File: src/hw/rtl/http_connect_reply_parser_top_assert.svh
// assertion macros for the connect reply parser
`ifndef HTTP_CONNECT_REPLY_PARSER_TOP_ASSERT_SVH
`define HTTP_CONNECT_REPLY_PARSER_TOP_ASSERT_SVH

`ifndef ASSERT_OFF
`define HCRP_ASSERT_SAME(label, clk, rst, ante, cons) \
   label: assert property (@(posedge clk) disable iff (rst) (ante) |-> (cons)) \
      else $error("hcrp assertion failed");
`define HCRP_ASSERT_NEXT(label, clk, rst, ante, cons) \
   label: assert property (@(posedge clk) disable iff (rst) (ante) |=> (cons)) \
      else $error("hcrp assertion failed");
`else
`define HCRP_ASSERT_SAME(label, clk, rst, ante, cons)
`define HCRP_ASSERT_NEXT(label, clk, rst, ante, cons)
`endif

`endif

File: src/hw/rtl/hcrp_pkg.sv
package hcrp_pkg;

   typedef enum logic [1:0] {
      PH_IDLE   = 2'd0,
      PH_HEADER = 2'd1,
      PH_TUNNEL = 2'd2
   } phase_type;

   localparam logic [1:0] OP_LINK_UP  = 2'd0;
   localparam logic [1:0] OP_BYTE     = 2'd1;
   localparam logic [1:0] OP_CLOSED   = 2'd2;
   localparam logic [1:0] OP_LINK_ERR = 2'd3;

   localparam logic [1:0] LEK_HOST    = 2'd0;
   localparam logic [1:0] LEK_REFUSED = 2'd1;
   localparam logic [1:0] LEK_READ    = 2'd2;

   localparam logic [1:0] KIND_OPENED  = 2'd0;
   localparam logic [1:0] KIND_PAYLOAD = 2'd1;
   localparam logic [1:0] KIND_ERROR   = 2'd2;
   localparam logic [1:0] KIND_CLOSED  = 2'd3;

   localparam logic [2:0] EC_AUTH    = 3'd0;
   localparam logic [2:0] EC_HOST    = 3'd1;
   localparam logic [2:0] EC_NEG     = 3'd2;
   localparam logic [2:0] EC_REFUSED = 3'd3;
   localparam logic [2:0] EC_PROXY   = 3'd4;
   localparam logic [2:0] EC_READ    = 3'd5;

   localparam logic [9:0] CODE_OK      = 10'd200;
   localparam logic [9:0] CODE_AUTH    = 10'd407;
   localparam logic [9:0] CODE_HOST    = 10'd404;
   localparam logic [9:0] CODE_FORBID  = 10'd403;
   localparam logic [9:0] CODE_UNAVAIL = 10'd503;
   localparam logic [9:0] CODE_MAX     = 10'd999;

   localparam logic [7:0] CHAR_CR   = 8'h0d;
   localparam logic [7:0] CHAR_LF   = 8'h0a;
   localparam logic [7:0] CHAR_SP   = 8'h20;
   localparam logic [7:0] CHAR_ZERO = 8'h30;
   localparam logic [7:0] CHAR_NINE = 8'h39;

   typedef struct packed {
      logic [1:0] op;
      logic [7:0] rx_byte;
      logic [1:0] link_error_kind;
   } req_item_type;

   typedef struct packed {
      logic [1:0] kind;
      logic [7:0] payload;
      logic [2:0] error_class;
      logic [9:0] status_code;
   } rsp_item_type;

   typedef struct packed {
      logic         valid;
      rsp_item_type item;
   } step_result_type;

   typedef struct packed {
      logic       pending_cr;
      logic       on_first_line;
      logic       line_is_empty;
      logic [1:0] field_index;
      logic [9:0] code_value;
      logic       code_bad;
      logic       first_line_done;
   } parse_type;

   localparam parse_type PARSE_CLEAR = '{
      pending_cr:      1'b0,
      on_first_line:   1'b1,
      line_is_empty:   1'b1,
      field_index:     2'd0,
      code_value:      10'd0,
      code_bad:        1'b0,
      first_line_done: 1'b0
   };

   function automatic parse_type content_byte(parse_type s, logic [7:0] b);
      parse_type   r;
      logic [13:0] v;
      r = s;
      v = 14'(s.code_value) * 14'd10 + 14'(b[3:0]);
      r.line_is_empty = 1'b0;
      if (s.on_first_line) begin
         if (b == CHAR_SP) begin
            if (s.field_index != 2'd2) begin
               r.field_index = s.field_index + 2'd1;
            end
         end else if (s.field_index == 2'd1) begin
            if (b inside {[CHAR_ZERO:CHAR_NINE]}) begin
               r.code_value = (v > 14'(CODE_MAX)) ? CODE_MAX : v[9:0];
            end else begin
               r.code_bad = 1'b1;
            end
         end
      end
      return r;
   endfunction

   function automatic logic [2:0] error_class_of(logic [9:0] code);
      logic [2:0] ec;
      case (code)
         CODE_AUTH:    ec = EC_AUTH;
         CODE_HOST:    ec = EC_HOST;
         CODE_FORBID:  ec = EC_NEG;
         CODE_UNAVAIL: ec = EC_REFUSED;
         default:      ec = EC_NEG;
      endcase
      return ec;
   endfunction

endpackage

File: src/hw/rtl/hcrp_req_if.sv
interface hcrp_req_if;
   logic       valid;
   logic       ready;
   logic [1:0] op;
   logic [7:0] rx_byte;
   logic [1:0] link_error_kind;

   modport source (output valid, output op, output rx_byte, output link_error_kind,
                   input ready);
   modport sink (input valid, input op, input rx_byte, input link_error_kind,
                 output ready);
endinterface

File: src/hw/rtl/hcrp_rsp_if.sv
interface hcrp_rsp_if;
   logic       valid;
   logic       ready;
   logic [1:0] kind;
   logic [7:0] payload;
   logic [2:0] error_class;
   logic [9:0] status_code;

   modport source (output valid, output kind, output payload, output error_class,
                   output status_code, input ready);
   modport sink (input valid, input kind, input payload, input error_class,
                 input status_code, output ready);
endinterface

File: src/hw/rtl/hcrp_in_stage.sv
module hcrp_in_stage (
   input  logic                  clock,
   input  logic                  reset,
   hcrp_req_if.sink              req,
   input  logic                  advance,
   output logic                  item_valid,
   output hcrp_pkg::req_item_type item
);

   logic                   valid_ff;
   logic                   valid_in;
   hcrp_pkg::req_item_type item_ff;
   logic                   take;

   assign req.ready = !valid_ff || advance;
   assign take      = req.valid && req.ready;

   always_comb begin
      valid_in = valid_ff;
      if (take) begin
         valid_in = 1'b1;
      end else if (advance) begin
         valid_in = 1'b0;
      end
   end

   always_ff @(posedge clock) begin
      if (reset) begin
         valid_ff <= 1'b0;
      end else begin
         valid_ff <= valid_in;
      end
   end

   always_ff @(posedge clock) begin
      if (take) begin
         item_ff <= '{op: req.op, rx_byte: req.rx_byte,
                      link_error_kind: req.link_error_kind};
      end
   end

   assign item_valid = valid_ff;
   assign item       = item_ff;

endmodule

File: src/hw/rtl/hcrp_parser.sv
module hcrp_parser (
   input  logic                     clock,
   input  logic                     reset,
   input  logic                     fire,
   input  hcrp_pkg::req_item_type   item,
   output hcrp_pkg::step_result_type result
);

   hcrp_pkg::phase_type phase_ff;
   hcrp_pkg::phase_type phase_in;
   hcrp_pkg::parse_type ps_ff;
   hcrp_pkg::parse_type ps_in;
   hcrp_pkg::step_result_type res;

   always_ff @(posedge clock) begin
      if (reset) begin
         phase_ff <= hcrp_pkg::PH_IDLE;
         ps_ff    <= hcrp_pkg::PARSE_CLEAR;
      end else if (fire) begin
         phase_ff <= phase_in;
         ps_ff    <= ps_in;
      end
   end

   always_comb begin
      hcrp_pkg::parse_type t;
      logic [9:0]          code;
      phase_in = phase_ff;
      ps_in    = ps_ff;
      res      = '0;
      t        = ps_ff;
      code     = 10'd0;
      case (item.op)
         hcrp_pkg::OP_LINK_UP: begin
            ps_in    = hcrp_pkg::PARSE_CLEAR;
            phase_in = hcrp_pkg::PH_HEADER;
         end
         hcrp_pkg::OP_BYTE: begin
            case (phase_ff)
               hcrp_pkg::PH_TUNNEL: begin
                  res.valid        = 1'b1;
                  res.item.kind    = hcrp_pkg::KIND_PAYLOAD;
                  res.item.payload = item.rx_byte;
               end
               hcrp_pkg::PH_HEADER: begin
                  t.pending_cr = 1'b0;
                  if (ps_ff.pending_cr && item.rx_byte == hcrp_pkg::CHAR_LF) begin
                     // line end
                     if (!t.line_is_empty) begin
                        if (t.on_first_line) begin
                           t.on_first_line   = 1'b0;
                           t.first_line_done = 1'b1;
                        end
                        t.line_is_empty = 1'b1;
                     end else begin
                        phase_in      = hcrp_pkg::PH_IDLE;
                        res.valid     = 1'b1;
                        res.item.kind = hcrp_pkg::KIND_ERROR;
                        if (!t.first_line_done || t.field_index != 2'd2) begin
                           res.item.error_class = hcrp_pkg::EC_NEG;
                        end else begin
                           code = t.code_bad ? 10'd0 : t.code_value;
                           res.item.status_code = code;
                           if (code == hcrp_pkg::CODE_OK) begin
                              phase_in      = hcrp_pkg::PH_TUNNEL;
                              res.item.kind = hcrp_pkg::KIND_OPENED;
                           end else begin
                              res.item.error_class = hcrp_pkg::error_class_of(code);
                           end
                        end
                     end
                  end else begin
                     // lone cr counts as content
                     if (ps_ff.pending_cr) begin
                        t.line_is_empty = 1'b0;
                        if (t.on_first_line && t.field_index == 2'd1) begin
                           t.code_bad = 1'b1;
                        end
                     end
                     if (item.rx_byte == hcrp_pkg::CHAR_CR) begin
                        t.pending_cr = 1'b1;
                     end else begin
                        t = hcrp_pkg::content_byte(t, item.rx_byte);
                     end
                  end
                  ps_in = t;
               end
               default: begin
               end
            endcase
         end
         hcrp_pkg::OP_CLOSED: begin
            phase_in  = hcrp_pkg::PH_IDLE;
            res.valid = 1'b1;
            if (phase_ff == hcrp_pkg::PH_TUNNEL) begin
               res.item.kind = hcrp_pkg::KIND_CLOSED;
            end else begin
               res.item.kind        = hcrp_pkg::KIND_ERROR;
               res.item.error_class = hcrp_pkg::EC_NEG;
            end
         end
         default: begin
            phase_in      = hcrp_pkg::PH_IDLE;
            res.item.kind = hcrp_pkg::KIND_ERROR;
            if (phase_ff == hcrp_pkg::PH_TUNNEL) begin
               res.valid            = 1'b1;
               res.item.error_class = hcrp_pkg::EC_READ;
            end else begin
               case (item.link_error_kind)
                  hcrp_pkg::LEK_HOST, hcrp_pkg::LEK_REFUSED: begin
                     res.valid            = 1'b1;
                     res.item.error_class = hcrp_pkg::EC_PROXY;
                  end
                  hcrp_pkg::LEK_READ: begin
                     res.valid            = 1'b1;
                     res.item.error_class = hcrp_pkg::EC_NEG;
                  end
                  default: begin
                  end
               endcase
            end
         end
      endcase
   end

   assign result = res;

endmodule

File: src/hw/rtl/hcrp_out_stage.sv
module hcrp_out_stage (
   input  logic                   clock,
   input  logic                   reset,
   input  logic                   load,
   input  hcrp_pkg::rsp_item_type item,
   output logic                   slot_free,
   hcrp_rsp_if.source             rsp
);

   logic                   valid_ff;
   logic                   valid_in;
   hcrp_pkg::rsp_item_type item_ff;

   assign slot_free = !valid_ff || rsp.ready;

   always_comb begin
      valid_in = valid_ff;
      if (load) begin
         valid_in = 1'b1;
      end else if (rsp.ready) begin
         valid_in = 1'b0;
      end
   end

   always_ff @(posedge clock) begin
      if (reset) begin
         valid_ff <= 1'b0;
      end else begin
         valid_ff <= valid_in;
      end
   end

   always_ff @(posedge clock) begin
      if (load) begin
         item_ff <= item;
      end
   end

   assign rsp.valid       = valid_ff;
   assign rsp.kind        = item_ff.kind;
   assign rsp.payload     = item_ff.payload;
   assign rsp.error_class = item_ff.error_class;
   assign rsp.status_code = item_ff.status_code;

endmodule

File: src/hw/rtl/http_connect_reply_parser_top.sv
// channel  ports  direction  item
// req      req.*  in         op, rx_byte, link_error_kind
// rsp      rsp.*  out        kind, payload, error_class, status_code
//
// one item per cycle unless rsp stalls; results pass the input, then the output register
// the parse state updates as an item leaves the input register, one step per item
// synchronous reset clears both stage valids, the phase and the parse state
// an item with no result leaves even while rsp is stalled
// an item with a result waits in the input register until the output register frees
`include "http_connect_reply_parser_top_assert.svh"

module http_connect_reply_parser_top (
   input  logic        clock,
   input  logic        reset,
   hcrp_req_if.sink    req,
   hcrp_rsp_if.source  rsp
);

   logic                      item_valid;
   hcrp_pkg::req_item_type    item;
   hcrp_pkg::step_result_type result;
   logic                      slot_free;
   logic                      advance;
   logic                      rsp_payload;
   logic                      rsp_opened;
   logic                      payload_zero;

   assign advance = item_valid && (slot_free || !result.valid);

   hcrp_in_stage u_in (
      .clock      (clock),
      .reset      (reset),
      .req        (req),
      .advance    (advance),
      .item_valid (item_valid),
      .item       (item)
   );

   hcrp_parser u_parser (
      .clock  (clock),
      .reset  (reset),
      .fire   (advance),
      .item   (item),
      .result (result)
   );

   hcrp_out_stage u_out (
      .clock     (clock),
      .reset     (reset),
      .load      (advance && result.valid),
      .item      (result.item),
      .slot_free (slot_free),
      .rsp       (rsp)
   );

   assign rsp_payload  = rsp.valid && rsp.kind == hcrp_pkg::KIND_PAYLOAD;
   assign rsp_opened   = rsp.valid && rsp.kind == hcrp_pkg::KIND_OPENED;
   assign payload_zero = rsp.error_class == hcrp_pkg::EC_AUTH && rsp.status_code == 10'd0;

   `HCRP_ASSERT_SAME(a_payload_clean, clock, reset, rsp_payload, payload_zero)
   `HCRP_ASSERT_SAME(a_opened_code, clock, reset, rsp_opened, rsp.status_code == hcrp_pkg::CODE_OK)
   `HCRP_ASSERT_SAME(a_code_range, clock, reset, rsp.valid, rsp.status_code <= hcrp_pkg::CODE_MAX)
   `HCRP_ASSERT_NEXT(a_item_held, clock, reset, item_valid && !advance, item_valid)

endmodule
File: src/flat_wrapper.sv
// flat-port wrapper written by rule: the top's interface ports become plain ports
module http_connect_reply_parser_top_flat 
  (clock, reset, req_valid, req_op, req_rx_byte, req_link_error_kind, req_ready, rsp_valid, rsp_kind, rsp_payload, rsp_error_class, rsp_status_code, rsp_ready);
  hcrp_req_if req_i ();
  hcrp_rsp_if rsp_i ();
  input  logic clock;
  input  logic reset;
  input wire logic [$bits(req_i.valid)-1:0] req_valid;
  input wire logic [$bits(req_i.op)-1:0] req_op;
  input wire logic [$bits(req_i.rx_byte)-1:0] req_rx_byte;
  input wire logic [$bits(req_i.link_error_kind)-1:0] req_link_error_kind;
  output wire logic [$bits(req_i.ready)-1:0] req_ready;
  output wire logic [$bits(rsp_i.valid)-1:0] rsp_valid;
  output wire logic [$bits(rsp_i.kind)-1:0] rsp_kind;
  output wire logic [$bits(rsp_i.payload)-1:0] rsp_payload;
  output wire logic [$bits(rsp_i.error_class)-1:0] rsp_error_class;
  output wire logic [$bits(rsp_i.status_code)-1:0] rsp_status_code;
  input wire logic [$bits(rsp_i.ready)-1:0] rsp_ready;
  assign req_i.valid = req_valid;
  assign req_i.op = req_op;
  assign req_i.rx_byte = req_rx_byte;
  assign req_i.link_error_kind = req_link_error_kind;
  assign req_ready = req_i.ready;
  assign rsp_valid = rsp_i.valid;
  assign rsp_kind = rsp_i.kind;
  assign rsp_payload = rsp_i.payload;
  assign rsp_error_class = rsp_i.error_class;
  assign rsp_status_code = rsp_i.status_code;
  assign rsp_i.ready = rsp_ready;
  http_connect_reply_parser_top u_core (.clock(clock), .reset(reset), .req(req_i), .rsp(rsp_i));
endmodule
File: config.mk
export PLATFORM = sky130hd
export DESIGN_NAME = http_connect_reply_parser_top_flat
export DESIGN_NICKNAME = d
export VERILOG_FILES = /design/src/hw/rtl/hcrp_pkg.sv /design/src/hw/rtl/hcrp_req_if.sv /design/src/hw/rtl/hcrp_rsp_if.sv /design/src/hw/rtl/hcrp_in_stage.sv /design/src/hw/rtl/hcrp_parser.sv /design/src/hw/rtl/hcrp_out_stage.sv /design/src/hw/rtl/http_connect_reply_parser_top.sv /design/src/flat_wrapper.sv
export VERILOG_INCLUDE_DIRS = /design/src /design/src/hw/rtl
export SDC_FILE = /design/constraint.sdc
export NUM_CORES = 1
export LEC_CHECK = 0
export BUFFER_PORTS_ARGS = -buffer_cell sky130_fd_sc_hd__buf_2
export CAP_MARGIN = 10
export CORE_MARGIN = 2
export CORE_UTILIZATION = 53
export DETAILED_ROUTE_END_ITERATION = 10
export GPL_TIMING_DRIVEN = 1
export PLACE_DENSITY = 0.86
export SLEW_MARGIN = 20
export SYNTH_ARGS = -nofsm -noshare
export SYNTH_HDL_FRONTEND = slang
export SYNTH_SLANG_ARGS = --single-unit
export TNS_END_PERCENT = 20
File: constraint.sdc
create_clock -name clock -period 3.45 [get_ports clock]
set_clock_uncertainty 0.1 [all_clocks]
set_input_delay 0.69 -clock clock [delete_from_list [all_inputs] [get_ports clock]]
set_output_delay 0.69 -clock clock [all_outputs]
set_load 0.05 [all_outputs]
# Word-level counts from Yosys, hierarchy flattened
# Index checks and enable logic that the tools add are counted.
# W data, S select, Z words.
# word_totals
register_bits,56
latch_bits,0
ram_bits,0
romBits,0
in_bits,16
output_inout_bits,25
wordCells,139
n_memories,0
# op_classes
n_addsub,2
mul,1
div,0
magnitude_cmp,3
n_eq_ne,28
shift,0
mux,53
bitwise_logic,4
reduce_logical,31
# op_table
operator,n
$mux W13,5
$mux W10,4
$pmux W17 S2,1
$eq A10 B9 Y1 const B,3
$mux W2,12
$ne A2 B2 Y1 const B,12
$mux W11,2
$pmux W3 S3,2
$mux W17,1
$eq A8 B4 Y1 const B,2
$mux W1,16
$mux W15,1
$mux W3,5
$add A14 B4 Y14,1
$gt A14 B10 Y1 const B,1
$mul A10 B3 Y13 const B,1
$pmux W3 S2,2
$reduce_and A4 Y1,3
$eq A10 B8 Y1 const B,1
$reduce_and A9 Y1,1
$eq A2 B1 Y1 const B,4
$eq A8 B6 Y1 const B,1
$ge A8 B6 Y1 const B,1
$le A8 B6 Y1 const B,1
other kinds (20),39

# Logic depth before layout (Yosys ltp)
# logic_depth
depth_word,14
mapped_depth,11
mapped_depth_nobuf,11

# By module
# Synthesis repeated with hierarchy kept, for this count alone.
# unflattened
cells_unflattened,320
area_unflattened_um2,3310.7
# by_module_without_submodules
module,instances,cells_per_inst,area_each_um2,seq_area_each_um2
hcrp_parser,1,273,2139.6,380.4
hcrp_out_stage,1,27,737.0,710.7
hcrp_in_stage,1,17,415.4,380.4
http_connect_reply_parser_top,1,3,18.8,0.0

# Least setup slack after synthesis
# OpenSTA, ideal clock, no wires.
# synth_timing
path_type,register to register
startpoint,register u_core.u_parser.ps_ff[3] in the netlist's numbering
endpoint,register u_core.u_parser.ps_ff[11] in the netlist's numbering
setup_ns,0.146
arrival_time_ns,3.327
path_slack_ns,-0.123
path_stages_with_launch,12
path_buffers,0
synth_period_minus_slack_ns,3.573
cell_sequence,dfxtp_1 > ha_1 > ha_1 > inv_1 > fa_1 > nand2b_1 > nor2_1 > or4b_4 > nor4_1 > mux2i_1 > nor4_4 > a221oi_1
# synth_between
elab_chain_cells,12
# synth_lines
element,line_no,text
"start, declared",hcrp_parser.sv:11,hcrp_pkg::parse_type ps_ff;
"start signal, assigned",hcrp_parser.sv:18,ps_ff <= hcrp_pkg::PARSE_CLEAR;
"start signal, assigned",hcrp_parser.sv:21,ps_ff <= ps_in;
$mul A10 B3 Y13 *,hcrp_pkg.sv:85,v = 14'(s.code_value) * 14'd10 + 14'(b[3:0]);
$add A14 B4 Y14 *,hcrp_pkg.sv:85,
$gt A14 B10 Y1,hcrp_pkg.sv:94,r.code_value = (v > 14'(CODE_MAX)) ? CODE_MAX : v[9:0];
$mux W10 *,hcrp_pkg.sv:94,
$mux W10 *,hcrp_pkg.sv:93,if (b inside {[CHAR_ZERO:CHAR_NINE]}) begin
$mux W11 *,hcrp_pkg.sv:92,end else if (s.field_index == 2'd1) begin
$mux W11 *,hcrp_pkg.sv:88,if (b == CHAR_SP) begin
$mux W13 *,hcrp_pkg.sv:87,if (s.on_first_line) begin
$mux W15 *,hcrp_parser.sv:80,if (item.rx_byte == hcrp_pkg::CHAR_CR) begin
$mux W13 *,hcrp_parser.sv:47,if (ps_ff.pending_cr && item.rx_byte == hcrp_pkg::CHAR_LF) begin
$mux W17 *,hcrp_parser.sv:39,case (phase_ff)
$pmux W17 S2 *,hcrp_parser.sv:33,case (item.op)
# Mark *: on every way between the ends. The rest lies on a longest branch, timed or not. The select of a mux whose other input is x is not followed.
# A chain may end at the register's enable or synchronous reset.

# Worst setup path after layout
# layout_timing
startpoint,register u_core.u_parser.ps_ff[4] in the netlist's numbering
endpoint,register u_core.u_parser.ps_ff[9] in the netlist's numbering
# Same word-level chain as after synthesis.

==> impl_metrics.py <==
metrics = {
    "status": {
        "status": "complete, no violations",
    },
    "worst_setup_path": {
        "cp_cell_sequence": "ha_1, ha_2, inv_2, fa_2, nand2b_4, nor2_2, or4b_4, or3_4, mux2i_4, nor4_4, buf_6, a221oi_2",
        "endpoint_kind": "flip-flop",
        "slowest_stage": "or4b_4",
        "path_max_fanout": 8,
        "worst_path_largest_cell_delay_ps": 510,
        "critPathKind": "reg2reg",
        "rr_worst_depth": 12,
        "cp.arrival_ps": 3510,
        "setup.worst_path.start": "u_core.u_parser.ps_ff[4]$_SDFFE_PP0P_",
        "crit_required_ps": 3570,
        "reg2reg_from": "u_core.u_parser.ps_ff[4]$_SDFFE_PP0P_",
        "worstSetupStartpointType": "flip-flop",
    },
    "pwr": {
        "power_density_mw_per_mm2": 308,
        "power_mw": 1.20,
        "leakage_nw": 1.67,
        "ir_worst_vdd_mv": 0.221,
    },
    "routing": {
        "first_pass_iters": 5,
        "route.vias.total": 2897,
        "via_per_inst": 6.33,
        "ant_nets": 0,
        "wl_per_cell_um": 17.2,
        "drc_errors": 0,
        "totalWireLength_mm": 7.86,
        "drt_iter0_drc": 328,
    },
    "synth": {
        "ys_seq_area_frac": 0.444,
        "ys_ff_latch": 56,
        "synthesis.nets": 369,
        "synthDistinctLibCells": 61,
        "synthArstFlopShare": 0,
        "netlist_instances": 328,
        "ys.flop_type": "edfxtp_1",
        "synth.avg_cell_area_um2": 10.1,
        "netlist_area_mm2": 0.00331,
        "yosys_warnings": 0,
        "synth_edf_count": 35,
    },
    "worst_hold_path": {
        "hp-class": "reg2reg",
        "min_path_cells": 2,
        "worstHoldStart": "u_core.u_parser.ps_ff[13]$_SDFFE_PP0P_",
    },
    "placement": {
        "routabilityCongestion": 0.870,
        "dpl.hpwl_mm": 5.45,
        "io_buffers": 40,
        "pre_cts_slack_ps": -168,
    },
    "floorplan": {
        "die_x_um": 83.1,
        "coreArea_mm2": 0.00599,
        "floorplan.initialDensity": 0.553,
        "io_pins": 41,
        "die_area_mm2": 0.00690,
        "fp-row-count": 28,
        "die_h_um": 83.1,
    },
    "finish": {
        "syn2layout_area_growth_pct": 17.2,
        "nFillCells": 429,
        "layout-drive-gt1-share": 0.230,
        "seq_area_mm2": 0.00147,
        "diodes": 0,
        "multi_input_area_mm2": 0.00185,
        "nets": 423,
    },
    "global_route": {
        "grt_pass1_vias": 2800,
        "grt_pass1_wl_mm": 12.7,
        "antenna_found_initial": 0,
        "gr-total-overflow": 0,
        "track_usage": 0.221,
        "grt_max_degree": 22,
    },
    "sta": {
        "setup_viol": 0,
        "drv_slew": 0,
        "hold_viol": 0,
        "fmax_mhz": 295,
        "worstMarginPinSlew_ps": 843,
        "timing.final.crit_period_ps": 3390,
        "slew_headroom": 0.437,
        "fin_crit_sh": 0.983,
        "layout_setup_ws_ps": 58.9,
    },
    "clock_tree": {
        "cts_hold_buf": 0,
        "cts_made_buffers": 5,
        "clock_latency_ps": 310,
        "clk_path_buf_depth": 2,
        "root_buffer": "clkbuf_8",
        "ctsHtreeMaxLevel": 2,
        "cts_tree": "built",
        "cts.sinks": 56,
        "clkTransAtPathRegs_ps": 100,
    },
    "job": {
        "cap_viol_max_count": 0,
    },
}
## sequential cells by signal, indices dropped and copies added, names as in the netlist
| name | cells |
|---|---|
| u_core.u_in.item | 12 |
| u_core.u_in.item_valid | 1 |
| u_core.u_out.rsp.error_class | 3 |
| u_core.u_out.rsp.kind | 2 |
| u_core.u_out.rsp.payload | 8 |
| u_core.u_out.rsp.status_code | 10 |
| u_core.u_out.rsp.valid | 1 |
| u_core.u_parser.phase_ff | 2 |
| u_core.u_parser.ps_ff | 17 |
## what timing repair did
| item | in CTS | in global routing |
|---|---|---|
| gates resized for setup | 4 | 17 |
| buffers inserted | 2 | 1 |
| endpoints found under the setup margin | 10 | 11 |
| pin swaps | 1 | 3 |
## stage by stage
stage | setup TNS, ps | util | hold WS [ps] | cells | area [µm²]
6_report | 0 | 0.648 | 387 | 458 | 3880
2_1_floorplan | 0 | - | 349 | 328 | 3310
5_1_grt | -23.7 | 0.648 | 422 | 458 | 3880
3_3_place_gp | 0 | 0.610 | 360 | 447 | 3650
4_1_cts | 0 | 0.631 | 393 | 457 | 3780
3_5_place_dp | -1510 | 0.610 | 379 | 447 | 3650
## per-layer routing
| metal | vias to the layer above | global-route usage | routed length (µm) | part of all wire |
|---|---|---|---|---|
| met2 | 151 | 0.365 | 3940 | 0.50 |
| met5 | - | 0 | 0 | 0 |
| met3 | 30 | 0.0417 | 529 | 0.067 |
| met1 | 1368 | 0.278 | 3130 | 0.40 |
| li1 | 1348 | - | - | - |
| met4 | 0 | 0.106 | 257 | 0.033 |
## final cells by class
| class | instances | share of cell area |
|---|---|---|
| Clock buffer | 7 | 0.0222 |
| Clock inverter | 1 | 0.00226 |
| Inverter | 18 | 0.0174 |
| Multi-Input combinational cell | 248 | 0.477 |
| Sequential cell | 56 | 0.379 |
| Tap cell | 75 | 0.0242 |
| Timing Repair Buffer | 53 | 0.0776 |
## path summary, 6_finish.rpt
kind                                             to  slack (ps)
max reg2reg   u_core.u_parser.ps_ff[9]$_SDFFE_PP0P_          60
min          u_core.u_parser.ps_ff[13]$_SDFFE_PP0P_         390
min reg2reg  u_core.u_parser.ps_ff[13]$_SDFFE_PP0P_         390
max           u_core.u_parser.ps_ff[9]$_SDFFE_PP0P_          60
## cell usage in the layout, fill, tap and decap left out, types with 2 or more instances in the layout
cell and n:
a211o_1 2, a211oi_1 3, a21o_1 6, a21oi_1 25, a221oi_2 8, a31o_1 2
a31oi_1 3, and2_1 13, and3_1 11, and3b_1 2, buf_2 40, buf_4 12
clkbuf_8 6, dfxtp_1 21, edfxtp_1 35, ha_1 22, inv_1 17, nand2_1 28
nand2b_1 3, nand3_1 5, nand3b_1 3, nand4_1 3, nor2_1 22, nor2b_1 4
nor3_1 9, nor4_4 2, o21ai_0 12, o22ai_1 2, o31ai_1 2, o41ai_1 2
or3_1 4, or4_1 2, xnor2_1 7, xor2_1 4
## cells by family after synthesis
group           count (synthesis)  share of synthesized area
flops                          56                      0.444
mux                             2                    0.00604
buf+inv                        24                     0.0295
simple gates                  126                      0.214
compound gates                 83                      0.175
fa+ha+maj                      25                     0.0989
xor+xnor                       12                     0.0317
## synth_stat cells, drive strengths merged, types with 4 or more instances
cell type | instances | area share
edfxtp | 35 | 0.32
ha | 23 | 0.087
nand2 | 28 | 0.032
nor3 | 9 | 0.014
a21o | 6 | 0.014
and2 | 13 | 0.025
a21oi | 26 | 0.039
a221oi | 9 | 0.026
or3 | 5 | 0.0094
o21ai | 14 | 0.025
inv | 18 | 0.020
and3 | 11 | 0.021
clkbuf | 5 | 0.0057
nand4 | 4 | 0.0094
xnor2 | 7 | 0.019
dfxtp | 21 | 0.13
nand2b | 4 | 0.0076
nor2 | 23 | 0.026
nand3 | 5 | 0.0076
nor2b | 4 | 0.0076
xor2 | 5 | 0.013
## worst max-delay path: cells and delay by family, from the launching register on
kind,cells,cell delay (ps)
muxes,1,170
AOI/OAI and AO/OA,1,250
adders and majority gates,3,900
buffers and inverters,2,210
and+or+nand+nor,5,1260
DFF,1,400
## power breakdown
group / leakage [nW] / total (mW) / switching [mW] / internal, mW
registers: 0.544 / 0.743 / 0.0186 / 0.725
clock network: 0.0484 / 0.376 / 0.211 / 0.165
logic: 1.08 / 0.0781 / 0.0515 / 0.0266
Note: power is estimated with default switching activity, not from simulation.
